--- config.mk ---
export PLATFORM = sky130hd
export DESIGN_NAME = scs_front
export DESIGN_NICKNAME = d
export VERILOG_FILES = /design/src/scs_pkg.sv /design/src/scs_front.sv
export SDC_FILE = /design/constraint.sdc
export NUM_CORES = 1
export LEC_CHECK = 0
export BUFFER_PORTS_ARGS = -buffer_cell sky130_fd_sc_hd__buf_2
export CAP_MARGIN = 20
export CORE_ASPECT_RATIO = 0.9
export CORE_MARGIN = 3
export CORE_UTILIZATION = 43
export DETAILED_ROUTE_END_ITERATION = 10
export GPL_ROUTABILITY_DRIVEN = 0
export GPL_TIMING_DRIVEN = 0
export PLACE_DENSITY = 0.73
export REMOVE_ABC_BUFFERS = 1
export SETUP_SLACK_MARGIN = 0.3
export SYNTH_ARGS = -nofsm -noshare
export SYNTH_HDL_FRONTEND = slang
export SYNTH_SLANG_ARGS = --single-unit
--- constraint.sdc ---
create_clock -name clk -period 4.6 [get_ports clk]
set_input_delay 0.23 -clock clk [delete_from_list [all_inputs] [get_ports clk]]
set_output_delay 0.23 -clock clk [all_outputs]
set_load 0.02 [all_outputs]
--- src/scs_pkg.sv ---
package scs_pkg;

    localparam int DATA_W          = 12;
    localparam int COUNT_W         = 13;
    localparam int SLOPE_W         = 18;
    localparam int OFFSET_W        = 12;
    localparam int MV_W            = 16;
    localparam int KEPT_W          = 13;
    localparam int MAX_SAMPLES_DEF = 4096;

    // q8 values of 12-bit data and their squares
    localparam int Q8_W  = DATA_W + 8;
    localparam int VAR_W = 2 * Q8_W;
    localparam int PROD_W = SLOPE_W + Q8_W;

    localparam int APB_ADDR_W = 4;
    localparam int APB_DATA_W = 32;

    localparam logic [1:0] REG_SAMPLE_COUNT = 2'd0;
    localparam logic [1:0] REG_CALIB_SLOPE  = 2'd1;
    localparam logic [1:0] REG_CALIB_OFFSET = 2'd2;

    localparam logic [COUNT_W-1:0] SAMPLE_COUNT_RST = 13'd64;

    typedef struct packed {
        logic job_valid;
        logic wr_en;
    } front_ctl_t;

    typedef struct packed {
        logic job_take;
        logic pass_done;
    } back_ctl_t;

endpackage

--- src/scs_front.sv ---
module scs_front
    import scs_pkg::*;
#(
    parameter int MAX_SAMPLES = MAX_SAMPLES_DEF,
    parameter int CW = $clog2(MAX_SAMPLES + 1),
    parameter int AW = (MAX_SAMPLES > 1) ? $clog2(MAX_SAMPLES) : 1,
    parameter int SW = DATA_W + CW,
    parameter int QW = 2 * DATA_W + CW
)
(
    input  logic              clk,
    input  logic              rst_n,
    input  logic              push,
    output logic              full,
    input  logic [DATA_W-1:0] raw_sample,
    input  logic [COUNT_W-1:0] sample_count,
    output front_ctl_t        fctl,
    input  back_ctl_t         bctl,
    output logic [AW-1:0]     wr_addr,
    output logic [DATA_W-1:0] wr_data,
    output logic [CW-1:0]     job_n,
    output logic [SW-1:0]     job_sum,
    output logic [QW-1:0]     job_sq
);

    logic [CW-1:0] fill_reg;
    logic [SW-1:0] sum_reg;
    logic [QW-1:0] sq_reg;
    logic          busy_reg;
    logic          job_valid_reg;
    logic [CW-1:0] jn_reg;
    logic [SW-1:0] js_reg;
    logic [QW-1:0] jq_reg;

    logic          acc;
    logic [CW-1:0] len;
    logic [CW-1:0] n_new;
    logic [SW-1:0] sum_new;
    logic [QW-1:0] sq_new;
    logic          last;

    always_comb
    begin
        if (sample_count == '0)
            len = CW'(1);
        else if (32'(sample_count) > 32'(MAX_SAMPLES))
            len = CW'(MAX_SAMPLES);
        else
            len = CW'(sample_count);
    end

    assign full    = busy_reg;
    assign acc     = push && !busy_reg;
    assign n_new   = fill_reg + CW'(1);
    assign sum_new = sum_reg + SW'(raw_sample);
    assign sq_new  = sq_reg + QW'(raw_sample) * QW'(raw_sample);
    // a count written below the fill level ends the burst on the next sample
    assign last    = (32'(n_new) >= 32'(len));

    always_ff @(posedge clk or negedge rst_n)
    begin
        if (!rst_n)
        begin
            fill_reg      <= '0;
            sum_reg       <= '0;
            sq_reg        <= '0;
            busy_reg      <= 1'b0;
            job_valid_reg <= 1'b0;
        end
        else
        begin
            if (bctl.job_take)
                job_valid_reg <= 1'b0;
            if (bctl.pass_done)
                busy_reg <= 1'b0;
            if (acc)
            begin
                if (last)
                begin
                    fill_reg      <= '0;
                    sum_reg       <= '0;
                    sq_reg        <= '0;
                    busy_reg      <= 1'b1;
                    job_valid_reg <= 1'b1;
                end
                else
                begin
                    fill_reg <= n_new;
                    sum_reg  <= sum_new;
                    sq_reg   <= sq_new;
                end
            end
        end
    end

    always_ff @(posedge clk)
    begin
        if (acc && last)
        begin
            jn_reg <= n_new;
            js_reg <= sum_new;
            jq_reg <= sq_new;
        end
    end

    assign fctl.job_valid = job_valid_reg;
    assign fctl.wr_en     = acc;
    assign wr_addr        = fill_reg[AW-1:0];
    assign wr_data        = raw_sample;
    assign job_n          = jn_reg;
    assign job_sum        = js_reg;
    assign job_sq         = jq_reg;

endmodule

# Word level (Yosys, flattened, before mapping)
# Cells that the tools add are included.
word_totals:
  mem_count: 0
  out_inout_bits: 102
  latchBits: 0
  word_cells: 29
  inputBits: 30
  mem_bits_rw: 0
  rom_bits: 0
  reg_bits: 152
classes:
  bitwise_logic: 0
  n_eq_ne: 0
  n_reduce_logical: 4
  shift: 0
  div_mod_pow: 0
  mul: 1
  muxes: 11
  n_lt_le_gt_ge: 2
  n_addsub: 3
ops:
  columns: ["op", "count"]
  rows:
  - ["two-way mux 13 bit", 3]
  - ["adder 37 x 24 -> 37 bit", 1]
  - ["two-way mux 37 bit", 1]
  - ["adder 25 x 12 -> 25 bit", 1]
  - ["two-way mux 25 bit", 1]
  - ["multiplier 12 x 12 -> 24 bit", 1]
  - ["adder 13 x 1 -> 13 bit, second input constant", 1]
  - [">= comparator 13 bit", 1]
  - ["greater-than comparator 13 bit, second input constant", 1]
  - ["zero test 13 bit", 1]
  - ["two-way mux 1 bit", 6]
  - ["logical AND 1 bit", 2]
  - ["zero test 1 bit", 1]

# Depth between registers and ports, before layout
depth:
  ltp_word: 6
  ltp_mapped: 23
  depth_no_buf: 21

# Worst setup path after synthesis
# No wires, ideal clock.
synth_path:
  path_type: "input to register"
  startpoint: "input raw_sample[2]"
  endpoint: "register jq_reg[30] (netlist: job_sq[30]) (data pin)"
  setup_time_ns: 0.260
  cell_stages: 19
  setup_slack_ns: -1.061
  t_required_ns: 4.340
  path_buffers: 1
  t_arrival_ns: 5.401
  cell_sequence: "clkbuf_1 inv_1 nor2_1 inv_1 fa_1 fa_1 inv_1 fa_1 fa_1 inv_1 fa_1 inv_1 ha_1 a21o_1 a221o_1 a211o_1 a2111o_1 and3_4 xor2_1"
synth_between:
  elab_chain_cells: 2
synth_rtl:
  columns: ["element", "line_no", "text"]
  rows:
  - ["from (decl)", "scs_front.sv:15", "input logic [DATA_W-1:0] raw_sample,"]
  - ["multiplier 12 x 12 -> 24 bit", "scs_front.sv:56", "assign sq_new = sq_reg + QW'(raw_sample) * QW'(raw_sample);"]
  - ["adder 37 x 24 -> 37 bit", "scs_front.sv:56", null]
  - ["via sq_new[30]", "scs_front.sv:39", "logic [QW-1:0] sq_new;"]
  - ["to (signal assigned)", "scs_front.sv:102", "jq_reg <= sq_new;"]
  - ["to (decl)", "scs_front.sv:33", "logic [QW-1:0] jq_reg;"]
# The timed path passes the listed nets, and every way through them passes these cells.
# A chain may end at the register's enable or synchronous reset.

# Worst setup path after layout
layout_path:
  startpoint: "input raw_sample[7]"
  endpoint: "register sq_reg[34]"
layout_between:
  elab_chain_cells: 3
layout_rtl:
  columns: ["element", "line_no", "text"]
  rows:
  - ["multiplier 12 x 12 -> 24 bit", "scs_front.sv:56", null]
  - ["adder 37 x 24 -> 37 bit", "scs_front.sv:56", null]
  - ["two-way mux 37 bit", "scs_front.sv:78", "if (last)"]
  - ["to (signal assigned)", "scs_front.sv:90", "sq_reg <= sq_new;"]
  - ["to (decl)", "scs_front.sv:28", "logic [QW-1:0] sq_reg;"]
# No other way between the ends.

==> results_dict.tcl <==
set metrics [dict create \
    worst_pin_slew_ns 0.951 \
    detail-route-antenna-nets 0 \
    wl_mm 32.4 \
    setup_slack_ns -0.528 \
    violations "negative setup slack" \
    placementRows 57 \
    io_pins 132 \
    yosysUniqueCellTypes 63 \
    critPathMaxStageDelay_ns 0.56 \
    period_share 1.11 \
    cts_buffer_depth 2 \
    critPathMaxFanout 5 \
    clock_latency_ns 0.43 \
    core_area_um2 27200 \
    cp_slowest_cell "fa_1" \
    cts_root_buffer "clkbuf_16" \
    syn_area_um2 12000 \
    ys.flop_type "dfrtp_1" \
    cp-end-kind "flop" \
    ys_ff_latch 152 \
    overflow 0 \
    post-place-ws_ns -1.60 \
    critPathKind "input pin to flop" \
    cts.sinks 152 \
    h-tree-depth 4 \
    outcome "finished, violations left" \
    area_growth_pct 25.3 \
    rsz0062_at_grt "true" \
    drv_cap 0 \
    worstPathArrival_ns 5.49 \
    grt_usage 0.212 \
    hpwl_mm 20.7 \
    netlist_top_cells_area "edfxtp_1, fa_1, dfrtp_1" \
    post_drt_wl_per_cell_um 18.5 \
    synth_edf_count 75 \
    cp_common_cell "fa_1" \
    fmax_mhz 195 \
    die_w_um 182 \
    path_buf_inv 8 \
    vias 9521 \
    ys.warnings.count 0 \
    min_period_ns 5.13 \
    hold_viol 0 \
    syn_area_per_cell_um2 9.87 \
    tns_ns -12.75 \
    grt_max_degree 64 \
    vias_per_cell 5.44 \
    r2r_cells 17 \
    cp_top_family "adder cells" \
    start_kind "input pin" \
    grt_pass1_wl_mm 50.2 \
    slew_violations 0 \
    cts_buffers 17 \
    fillCellCount 2293 \
    design.die.area_um2 30000 \
    netlist_instances 1217 \
    placed_area_um2 12900 \
    seq_area_frac_synth 0.348 \
    cts_tree "yes" \
    skew_ns 0.0112 \
    drt_iter0_drc 733 \
    start_util 0.441 \
    synth_top_area_share 0.188 \
    drc 0 \
    final_layout_size_suffix_gt1_frac 0.270 \
    diodes 0 \
    cp.depth 22 \
    grt_pass1_vias 9805 \
    worstPathCellList "buf_12, clkinvlp_4, buf_6, nor2_4, inv_2, fa_1, inv_2, fa_1, inv_1, fa_1, inv_2, fa_1, fa_1, ha_4, and3_4, a221o_1, a211o_1, buf_6, a2111o_1, a31o_1, a21oi_1, a31o_1" \
    synthArstFlopShare 0.507 \
    yosysTopAreaCell "edfxtp_1" \
    die_h_um 165 \
    firstDrtPassIters 5 \
    cts.clk_slew.worst_paths_ns 0.08 \
    setup_viol 41 \
    fin_area_um2 15000 \
    antenna_found_initial 0 \
    relSlewSlack 0.366 \
    fin_nets 1608 \
    required_ns 4.97 \
    hp-class "input pin to async pin" \
    holdWs_ns 0.214 \
    io_buffers 131 \
]
==> Yosys cell counts, types with 2 or more instances <==
master    number
a21o_1        18
nor2_1        46
ha_1          94
nor4_1         4
nand2b_1       2
nand3_1       33
o31ai_1       13
a21oi_1       35
a31o_2         4
nor3_1        14
or2_2          3
and3_1        15
a21o_2         2
o41ai_1        3
dfrtp_1       77
edfxtp_1      75
a21boi_0       3
mux2i_1        2
a221oi_1       2
clkbuf_1      34
xor2_1        29
or3_1          6
a41oi_1        3
and3_4         2
nand4_1        5
nor2b_1        8
o21ai_1        4
or4_1          4
o211ai_1      11
a211oi_1       5
fa_1         100
o21a_1         8
and2_1        23
o22ai_1        4
o21ai_0       63
a31o_1         4
a22o_1        12
buf_4         27
nand3b_1       2
xnor2_1       44
o21bai_1       3
inv_1        200
a31oi_1        6
nand2_1      146
==> per-layer routing <==
metal,track usage,wire length [um],part of all wire
met5,0,0,0
met4,0.0741,920,0.028
met3,0.0427,1910,0.059
met2,0.356,15900,0.49
met1,0.274,13700,0.42
==> area by class of cell <==
type                    count  area (um^2)  share of cell area
flip-flops and latches    152         4180               0.278
inverters                 201          785              0.0521
clock inverters            15          144             0.00956
multi-input cells         802         7520               0.500
well taps                 354          443              0.0294
clock buffers              17          425              0.0283
repair buffers            210         1550               0.103
==> through the flow <==
| stage | util | std cells |
|---|---|---|
| 2_1_floorplan | - | 1153 |
| 3_3_place_gp | 0.468 | 1638 |
| 3_5_place_dp | 0.474 | 1644 |
| 4_1_cts | 0.538 | 1729 |
| 5_1_grt | 0.552 | 1751 |
| 6_report | 0.552 | 1751 |
==> worst paths after layout <==
path / start / endpoint / slack (ns)
setup reg to reg: sq_reg[8] / sq_reg[34] / -0.29
max in group asynchronous: rst_n / sum_reg[4] / 3.77
setup / recovery: raw_sample[7] / sq_reg[34] / -0.53
min in group clk: raw_sample[0] / job_sq[0] / 0.22
hold / removal: rst_n / sq_reg[18] / 0.21
hold reg to reg: sum_reg[3] / sum_reg[3] / 0.48
==> worst register-to-register path: stages (launching register included) <==
cell      delay [ns]
dfrtp_1         0.33
inv_1           0.08
fa_1            0.57
inv_1           0.06
fa_1            0.45
fa_1            0.49
inv_1           0.06
fa_1            0.55
inv_1           0.07
ha_4            0.19
a21o_4          0.24
a221o_1         0.36
a211o_1         0.28
buf_6           0.15
a2111o_1        0.46
a31o_1          0.22
a21oi_1         0.16
a31o_1          0.13
==> cells in the final DEF, fill, tap and decap left out, types with 33 or more instances in the layout <==
cell type	n
buf_4	65
xnor2_1	33
dfrtp_1	77
fa_1	94
edfxtp_1	75
nand2_1	138
buf_2	118
ha_1	78
o21ai_0	51
inv_1	182
==> what timing repair did <==
item,4_1_cts,5_1_grt
gates resized for setup,177,46
hold endpoints to repair,18,0
endpoints found under the setup margin,118,114
pin swaps,86,36
setup buffers,48,21
gates cloned,2,1
hold buffers,3,0
==> cell families after synthesis <==
logic type | count (synthesis) | synth area share
adder cells (fa/ha/maj) | 194 | 0.265
buffers and inverters | 265 | 0.0920
flip-flops | 152 | 0.348
AO/OA/AOI/OAI | 214 | 0.118
XOR/XNOR | 73 | 0.0532
AND/OR/NAND/NOR | 317 | 0.123
multiplexers | 2 | 0.00167
Power is not shown: default switching activity piles up to over one toggle a cycle in this logic, so the estimate is an artifact.
