==> config.mk <==
export PLATFORM = sky130hd
export DESIGN_NAME = scs_cfg
export DESIGN_NICKNAME = d
export VERILOG_FILES = /design/src/scs_pkg.sv /design/src/scs_cfg.sv
export SDC_FILE = /design/constraint.sdc
export NUM_CORES = 1
export LEC_CHECK = 0
export ABC_CLOCK_PERIOD_IN_PS = 1100
export BUFFER_PORTS_ARGS = -buffer_cell sky130_fd_sc_hd__clkbuf_2
export CAP_MARGIN = 10
export CORE_MARGIN = 1.5
export CORE_UTILIZATION = 41
export CTS_BUF_LIST = sky130_fd_sc_hd__clkbuf_4
export DETAILED_ROUTE_END_ITERATION = 12
export PLACE_DENSITY = 0.76
export SLEW_MARGIN = 20
export SYNTH_ARGS = -nofsm -noshare
export SYNTH_HDL_FRONTEND = slang
export SYNTH_SLANG_ARGS = --single-unit
==> constraint.sdc <==
create_clock -name clk -period 1.1 [get_ports clk]
set_input_delay 0.22 -clock clk [delete_from_list [all_inputs] [get_ports clk]]
set_output_delay 0.22 -clock clk [all_outputs]
set_load 0.005 [all_outputs]
==> src/scs_pkg.sv <==
package scs_pkg;

    localparam int DATA_W          = 12;
    localparam int COUNT_W         = 13;
    localparam int SLOPE_W         = 18;
    localparam int OFFSET_W        = 12;
    localparam int MV_W            = 16;
    localparam int KEPT_W          = 13;
    localparam int MAX_SAMPLES_DEF = 4096;

    // q8 values of 12-bit data and their squares
    localparam int Q8_W  = DATA_W + 8;
    localparam int VAR_W = 2 * Q8_W;
    localparam int PROD_W = SLOPE_W + Q8_W;

    localparam int APB_ADDR_W = 4;
    localparam int APB_DATA_W = 32;

    localparam logic [1:0] REG_SAMPLE_COUNT = 2'd0;
    localparam logic [1:0] REG_CALIB_SLOPE  = 2'd1;
    localparam logic [1:0] REG_CALIB_OFFSET = 2'd2;

    localparam logic [COUNT_W-1:0] SAMPLE_COUNT_RST = 13'd64;

    typedef struct packed {
        logic job_valid;
        logic wr_en;
    } front_ctl_t;

    typedef struct packed {
        logic job_take;
        logic pass_done;
    } back_ctl_t;

endpackage

==> src/scs_cfg.sv <==
module scs_cfg
    import scs_pkg::*;
(
    input  logic                  clk,
    input  logic                  rst_n,
    input  logic                  psel,
    input  logic                  penable,
    input  logic                  pwrite,
    input  logic [APB_ADDR_W-1:0] paddr,
    input  logic [APB_DATA_W-1:0] pwdata,
    output logic [APB_DATA_W-1:0] prdata,
    output logic                  pready,
    output logic [COUNT_W-1:0]    sample_count,
    output logic [SLOPE_W-1:0]    calib_slope,
    output logic [OFFSET_W-1:0]   calib_offset
);

    logic [COUNT_W-1:0]  count_reg;
    logic [SLOPE_W-1:0]  slope_reg;
    logic [OFFSET_W-1:0] offset_reg;
    logic                wr;
    logic [1:0]          idx;

    assign pready = 1'b1;
    assign wr     = psel && penable && pwrite;
    assign idx    = paddr[3:2];

    always_ff @(posedge clk or negedge rst_n)
    begin
        if (!rst_n)
        begin
            count_reg  <= SAMPLE_COUNT_RST;
            slope_reg  <= '0;
            offset_reg <= '0;
        end
        else if (wr)
        begin
            case (idx)
                REG_SAMPLE_COUNT: count_reg  <= pwdata[COUNT_W-1:0];
                REG_CALIB_SLOPE:  slope_reg  <= pwdata[SLOPE_W-1:0];
                REG_CALIB_OFFSET: offset_reg <= pwdata[OFFSET_W-1:0];
                default: ;
            endcase
        end
    end

    always_comb
    begin
        case (idx)
            REG_SAMPLE_COUNT: prdata = APB_DATA_W'(count_reg);
            REG_CALIB_SLOPE:  prdata = APB_DATA_W'(slope_reg);
            REG_CALIB_OFFSET: prdata = APB_DATA_W'(offset_reg);
            default:          prdata = '0;
        endcase
    end

    assign sample_count = count_reg;
    assign calib_slope  = slope_reg;
    assign calib_offset = offset_reg;

endmodule

# --- Word-level counts from Yosys, hierarchy flattened ---
# Index checks and enable logic that the tools add are counted.
totals:
  regBits: 43
  latch_bits: 0
  ramBits: 0
  romBits: 0
  inputBits: 41
  out_inout_bits: 76
  elab_cells: 12
  mem_count: 0
op_classes:
  add_sub_neg: 0
  n_mul: 0
  n_div: 0
  magnitude_cmp: 0
  n_eq_ne: 2
  shift: 0
  mux: 1
  bitwise: 0
  n_reduce_logical: 6
op_table:
  columns: ["op", "count"]
  rows:
  - ["18-bit case mux with 3 select lines", 1]
  - ["2-bit AND reduction", 3]
  - ["2-bit by 1-bit == test with 1-bit output (second input constant)", 1]
  - ["2-bit == test (second input constant)", 1]
  - ["1-bit logical AND", 2]
  - ["2-bit logical NOT", 1]

# --- Depth between registers and ports, before layout ---
# Gate-level depths: netlist of the first run.
depth:
  ltp_word: 3
  depth_mapped: 5

# --- Worst setup path before layout of the first run ---
# Ideal clock, no wire load.
synth_path:
  path_type: "input -> register"
  from: "input paddr[2]"
  to: "register count_reg[0] (netlist: sample_count[0])"
  setup_time_ns: 0.125
  t_arrival_ns: 1.309
  t_required_ns: 0.975
  setup_slack_ns: -0.334
  path_stages: 4
  path_cell_list: "buf_2 > nor3_1 > buf_4 > mux2_2"
synth_via:
  elab_chain_len: 2
synth_lines:
  columns: ["item", "line_no", "source"]
  rows:
  - ["from (decl)", "scs_cfg.sv:9", "input logic [APB_ADDR_W-1:0] paddr,"]
  - ["2-bit logical NOT", "scs_cfg.sv:38", "case (idx)"]
  - ["2-bit AND reduction (no line)", null, null]
  - ["to (signal assigned)", "scs_cfg.sv:39", "REG_SAMPLE_COUNT: count_reg <= pwdata[COUNT_W-1:0];"]
  - ["to (decl)", "scs_cfg.sv:18", "logic [COUNT_W-1:0] count_reg;"]
# Every way passes these cells.
# A chain may end at the register's enable or synchronous reset.

# --- Worst setup path in the final report of the first run ---
layout_path:
  from: "register count_reg[6] (netlist: sample_count[6])"
  to: "output prdata[6]"
layout_via:
  elab_chain_len: 1
layout_lines:
  columns: ["item", "line_no", "source"]
  rows:
  - ["18-bit case mux with 3 select lines", "scs_cfg.sv:49", "case (idx)"]
  - ["to (decl)", "scs_cfg.sv:11", "output logic [APB_DATA_W-1:0] prdata,"]
# Every way passes these cells.

==> results of run 1 <==
-- through the flow --
step	area [um^2]	instances	TNS, ns	utilization	power [W]
6_report	3250	363	-7.94	0.684	0.00546
5_1_grt	3250	363	-11.38	0.684	0.00578
4_1_cts	3080	353	-7.85	0.647	0.00514
3_5_place_dp	2680	315	-13.85	0.564	0.00362
3_3_place_gp	2680	315	-13.34	0.564	0.00358
2_1_floorplan	2220	173	-3.46	-	0.00293
-- cell families after synthesis --
kind of cell,synth area share
buffers and inverters,0.0790
multiplexers,0.301
other,0.00368
flip-flops,0.528
AND/OR/NAND/NOR,0.0594
AO/OA/AOI/OAI,0.0294
-- synth_stat cells, drive strengths merged --
master	n
and2	5
buf	21
clkbuf	2
conb	2
dfrtp	42
dfstp	1
mux2	43
mux2i	13
nand2	12
nand3	1
nor2	1
nor2b	2
nor3	1
nor3b	1
o21ai	12
or3b	1
-- report_power, final --
group,leakage [nW],internal [W],total (W),switching (W)
sequential,0.526,0.00195,0.00225,0.000299
clock,0.0452,0.000478,0.00101,0.000537
combinational,1.12,0.00147,0.00219,0.000723
-- final cells by class --
cell class / count / share of cell area
Timing Repair Buffer: 138 / 0.319
Multi-Input combinational cell: 107 / 0.299
Clock buffer: 5 / 0.0115
Clock inverter: 3 / 0.0135
Tap cell: 67 / 0.0258
Sequential cell: 43 / 0.331
-- worst paths after layout --
kind | start | end | depth (start not counted)
min reg2reg | calib_slope[15] | calib_slope[15] | 1
max | sample_count[6] | prdata[6] | 3
min | pwdata[15] | calib_slope[15] | 2
max in group asynchronous | rst_n | calib_slope[17] | 3
min in group asynchronous | rst_n | calib_slope[6] | 2
max reg2reg | sample_count[1] | sample_count[1] | 4
-- sequential cells by signal, summed over array words and instances, names as in the netlist --
signal / cells
calib_offset: 12
calib_slope: 18
sample_count: 13
-- worst max-delay path: stages (launching register included) --
cell and delay (ns):
dfstp_2 0.56, mux2i_1 0.06, o21ai_1 0.11, buf_2 0.12
-- layer usage --
| layer | wire [um] | up-vias | global-route usage |
|---|---|---|---|
| met4 | 71 | 0 | 0.0679 |
| met5 | 0 | - | 0 |
| li1 | - | 791 | - |
| met2 | 2830 | 68 | 0.354 |
| met3 | 311 | 8 | 0.0466 |
| met1 | 2410 | 850 | 0.266 |
-- timing repair --
| item | CTS | global route |
|---|---|---|
| hold buffers | 1 | 0 |
| resized for setup | 28 | 41 |
| pin swaps | 2 | 3 |
| hold endpoints to repair | 9 | 0 |
| gates cloned | 0 | 0 |
| buffers inserted | 29 | 16 |
| setup endpoints to repair | 61 | 61 |
==> results.json, run 1 <==
{
  "finalSetupViolations": 61,
  "io_buffers": 85,
  "clk_latency_ns": 0.37,
  "drc": 0,
  "ys_ff_latch": 43,
  "path_clk_slew_ns": 0.13,
  "status": "complete, but fails checks",
  "final_common_cell": "clkbuf_2",
  "start_util": 0.429,
  "drt.antenna.violating_nets": 0,
  "slew_violations": 0,
  "drive_gt1_frac": 0.662,
  "htree_levels": 2,
  "synth_warnings": 0,
  "period_needed_ns": 1.43,
  "cp_max_fo": 2,
  "crit_arrival_ns": 1.21,
  "seq_area_frac_synth": 0.528,
  "die_h_um": 73.6,
  "synth_area_leaders": "dfrtp_1 51%, mux2_2 24%, mux2i_1 6.4%",
  "multi_input_area_um2": 971,
  "gp_congestion": 0.813,
  "start_kind": "register",
  "fillers": 371,
  "leakage_nw": 1.69,
  "criticalPathCategory": "reg2out",
  "power_density_mw_per_mm2": 1680,
  "hold_slack_ns": 0.0724,
  "die_area_mm2": 0.00541,
  "cts_tree": "yes",
  "ir_drop_mv": 0.827,
  "dr_total_vias": 1717,
  "numCtsBuffers": 5,
  "synth_top_area_frac": 0.515,
  "cp-end-kind": "output port",
  "clockRootBuffer": "clkbuf_4",
  "core_mm2": 0.00475,
  "fin_ws_ns": -0.330,
  "rows": 25,
  "grt_max_degree": 27,
  "first_pass_iters": 4,
  "grt_overflow": 0,
  "rsz0062_at_grt": "true",
  "die-width_um": 73.6,
  "synth_area_per_cell_um2": 12.8,
  "skew_ns": 0,
  "finalCritPeriodShare": 1.30,
  "worstPathRequired_ns": 0.88,
  "syn_inst": 160,
  "synth.distinct_cells": 18,
  "routed_wl_um": 5620,
  "cts.sinks": 43,
  "nNetsFinal": 336,
  "fmax_ghz": 0.699,
  "cap_violations": 0,
  "syn_area_mm2": 0.00204,
  "num_io_pins": 117,
  "synth_top_area_cell": "dfrtp_1",
  "place_ws_ns": -0.305,
  "dp_hpwl_um": 3570,
  "max-clock-path-buffers": 2,
  "antenna_cells": 0,
  "post_drt_via_cell_ratio": 4.73,
  "violations": "negative setup slack",
  "grt_util_all_layers": 0.210,
  "area_growth_pct": 59.3,
  "grt_pass1_vias": 1659,
  "antenna_found_initial": 0,
  "wl_per_cell_um": 15.5,
  "grt_pass1_wl_um": 8310,
  "final_cell_mix": "70 x clkbuf_2, 42 x dfrtp_1, 40 x buf_6",
  "hold_viol_final": 0,
  "min_path_type": "in2reg",
  "seq_area_mm2": 0.00108,
  "drt_iter0_drc": 30,
  "r2r_setup_slack_ns": 0
}
(Power assumes the default switching activity.)
==> run 2, diff against run 1 <==
--- a/config.mk
+++ b/config.mk
@@ -8,11 +8,11 @@
 export ABC_CLOCK_PERIOD_IN_PS = 1100
 export BUFFER_PORTS_ARGS = -buffer_cell sky130_fd_sc_hd__clkbuf_2
 export CAP_MARGIN = 10
-export CORE_MARGIN = 1.5
 export CORE_UTILIZATION = 41
 export CTS_BUF_LIST = sky130_fd_sc_hd__clkbuf_4
 export DETAILED_ROUTE_END_ITERATION = 12
 export PLACE_DENSITY = 0.76
+export REMOVE_ABC_BUFFERS = 1
 export SLEW_MARGIN = 20
 export SYNTH_ARGS = -nofsm -noshare
 export SYNTH_HDL_FRONTEND = slang
==> run 2 against run 1 <==
Effect of this change: the flow still finishes with violations (negative setup slack); flip-flop and latch count did not move; hold slack gained 0.029 ns; routed wire length is 12% lower; critical path depth unchanged; combinational power is 12% lower.
==> results.json, run 2 (same netlist as run 1, synthesis figures left out) <==
{
  "post_drt_via_cell_ratio": 4.69,
  "rsz0062_at_grt": "true",
  "cp_max_fo": 2,
  "cts.sinks": 43,
  "die-width_um": 72.6,
  "hold_viol_final": 0,
  "power.switching_w": 0.00141,
  "grt_max_degree": 44,
  "area_growth_pct": 48.4,
  "worstPathRequired_ns": 0.88,
  "drt_iter0_drc": 57,
  "antenna_cells": 0,
  "cap_violations": 0,
  "min_path_type": "in2reg",
  "dp_hpwl_um": 3280,
  "reg2reg_depth": 3,
  "status": "complete, but fails checks",
  "finalSetupViolations": 50,
  "start_kind": "register",
  "grt_util_all_layers": 0.191,
  "setup_tns_ns": -6.18,
  "htree_levels": 2,
  "skew_ns": 0,
  "largest_register_ffs": 18,
  "path_clk_slew_ns": 0.11,
  "fin_ws_ns": -0.328,
  "num_io_pins": 117,
  "clk_latency_ns": 0.34,
  "numCtsBuffers": 5,
  "cp-end-kind": "output port",
  "dr_total_vias": 1668,
  "crit_arrival_ns": 1.21,
  "internal-power_w": 0.00345,
  "violations": "negative setup slack",
  "slew_violations": 0,
  "clockRootBuffer": "clkbuf_4",
  "gp_congestion": 0.701,
  "drc": 0,
  "clockPowerShare": 0.145,
  "hold_depth": 2,
  "grt_pass1_wl_um": 7530,
  "fillers": 391,
  "power_density_mw_per_mm2": 1600,
  "wl_per_cell_um": 13.9,
  "finish.utilization": 0.637,
  "drt.antenna.violating_nets": 0,
  "io_buffers": 85,
  "swShare": 0.291,
  "final_cell_mix": "71 x clkbuf_2, 43 x mux2_2, 42 x dfrtp_1",
  "comb_power_share": 0.394,
  "first_pass_iters": 4,
  "seq_area_mm2": 0.00108,
  "final_common_cell": "clkbuf_2",
  "fmax_ghz": 0.700,
  "seq_power_share": 0.460,
  "grt_overflow": 0,
  "cts_tree": "yes",
  "core_mm2": 0.00475,
  "multi_input_area_um2": 880,
  "nNetsFinal": 330,
  "start_util": 0.429,
  "rows": 25,
  "finalCritPeriodShare": 1.30,
  "leakage_nw": 1.58,
  "antenna_found_initial": 0,
  "max-clock-path-buffers": 2,
  "die_area_mm2": 0.00527,
  "period_needed_ns": 1.43,
  "die_h_um": 72.6,
  "routed_wl_um": 4950,
  "grt_pass1_vias": 1499,
  "ir_drop_mv": 0.791,
  "drive_gt1_frac": 0.647,
  "criticalPathCategory": "reg2out"
}
-- run 2: changes by cell type in the layout (fill, tap and decap cells not counted), moves of 2 or more --
| cell | before | now |
|---|---|---|
| buf_6 | 40 | 34 |
| mux2_4 | 19 | 0 |
| mux2_2 | 24 | 43 |
| buf_12 | 3 | 1 |
-- run 2: per-stage QoR --
step / worst slack, ns / cell area (um^2) / hold WS, ns / power (W) / instances
floorplan: -1.18 / 1930 / -0.0756 / 0.00276 / 150
global placement: -0.277 / 2560 / 0.221 / 0.00344 / 315
detailed placement: -0.288 / 2560 / 0.216 / 0.00349 / 315
CTS: -0.344 / 2920 / 0.0881 / 0.00469 / 351
global route: -0.389 / 3030 / 0.0840 / 0.00515 / 356
finish: -0.328 / 3030 / 0.102 / 0.00486 / 356
-- run 2: timing repair --
action                                  4_1_cts  5_1_grt
setup buffers                                28        8
hold buffers                                  1        0
endpoints found under the hold margin        42        0
endpoints found under the setup margin       51       61
gates cloned                                  1        0
pin swaps                                     1        3
gates resized for setup                      40       24
-- run 2: cell type report --
class / instances / area share
clock inverter: 2 / 0.00289
tap: 67 / 0.0277
multi-input combinational: 107 / 0.290
timing repair buffer: 132 / 0.311
clock buffer: 5 / 0.0124
sequential: 43 / 0.355
-- run 2: per-layer routing --
metal	track usage	routed length [um]	vias up	part of all wire
met5	0	0	-	0
met4	0.0523	39	0	0.0079
met3	0.0373	271	4	0.055
met2	0.322	2410	75	0.49
met1	0.252	2240	810	0.45
li1	-	-	779	-
-- run 2: worst paths after layout --
path                                 start               end  slack (ns)
setup reg to reg           calib_slope[10]   calib_slope[10]        0.10
hold / removal                  pwdata[16]   calib_slope[16]        0.10
setup / recovery           sample_count[6]         prdata[6]       -0.33
max in group asynchronous            rst_n   sample_count[6]        0.45
hold reg to reg            calib_slope[17]   calib_slope[17]        0.54
min in group asynchronous            rst_n  sample_count[10]        0.39
-- run 2: critical path, stage by stage (launching register included) --
cell	delay [ns]
dfstp_2	0.55
mux2i_1	0.06
o21ai_1	0.13
buf_2	0.13
-- run 2: power groups by stage --
stage	Combinational (W)	Sequential, W	Clock [W]
3_3_place_gp	0.00119	0.00225	0
3_5_place_dp	0.00122	0.00227	0
2_1_floorplan	0.000502	0.00226	0
5_1_grt	0.00208	0.00228	0.000790
4_1_cts	0.00175	0.00222	0.000725
6_report	0.00192	0.00224	0.000705
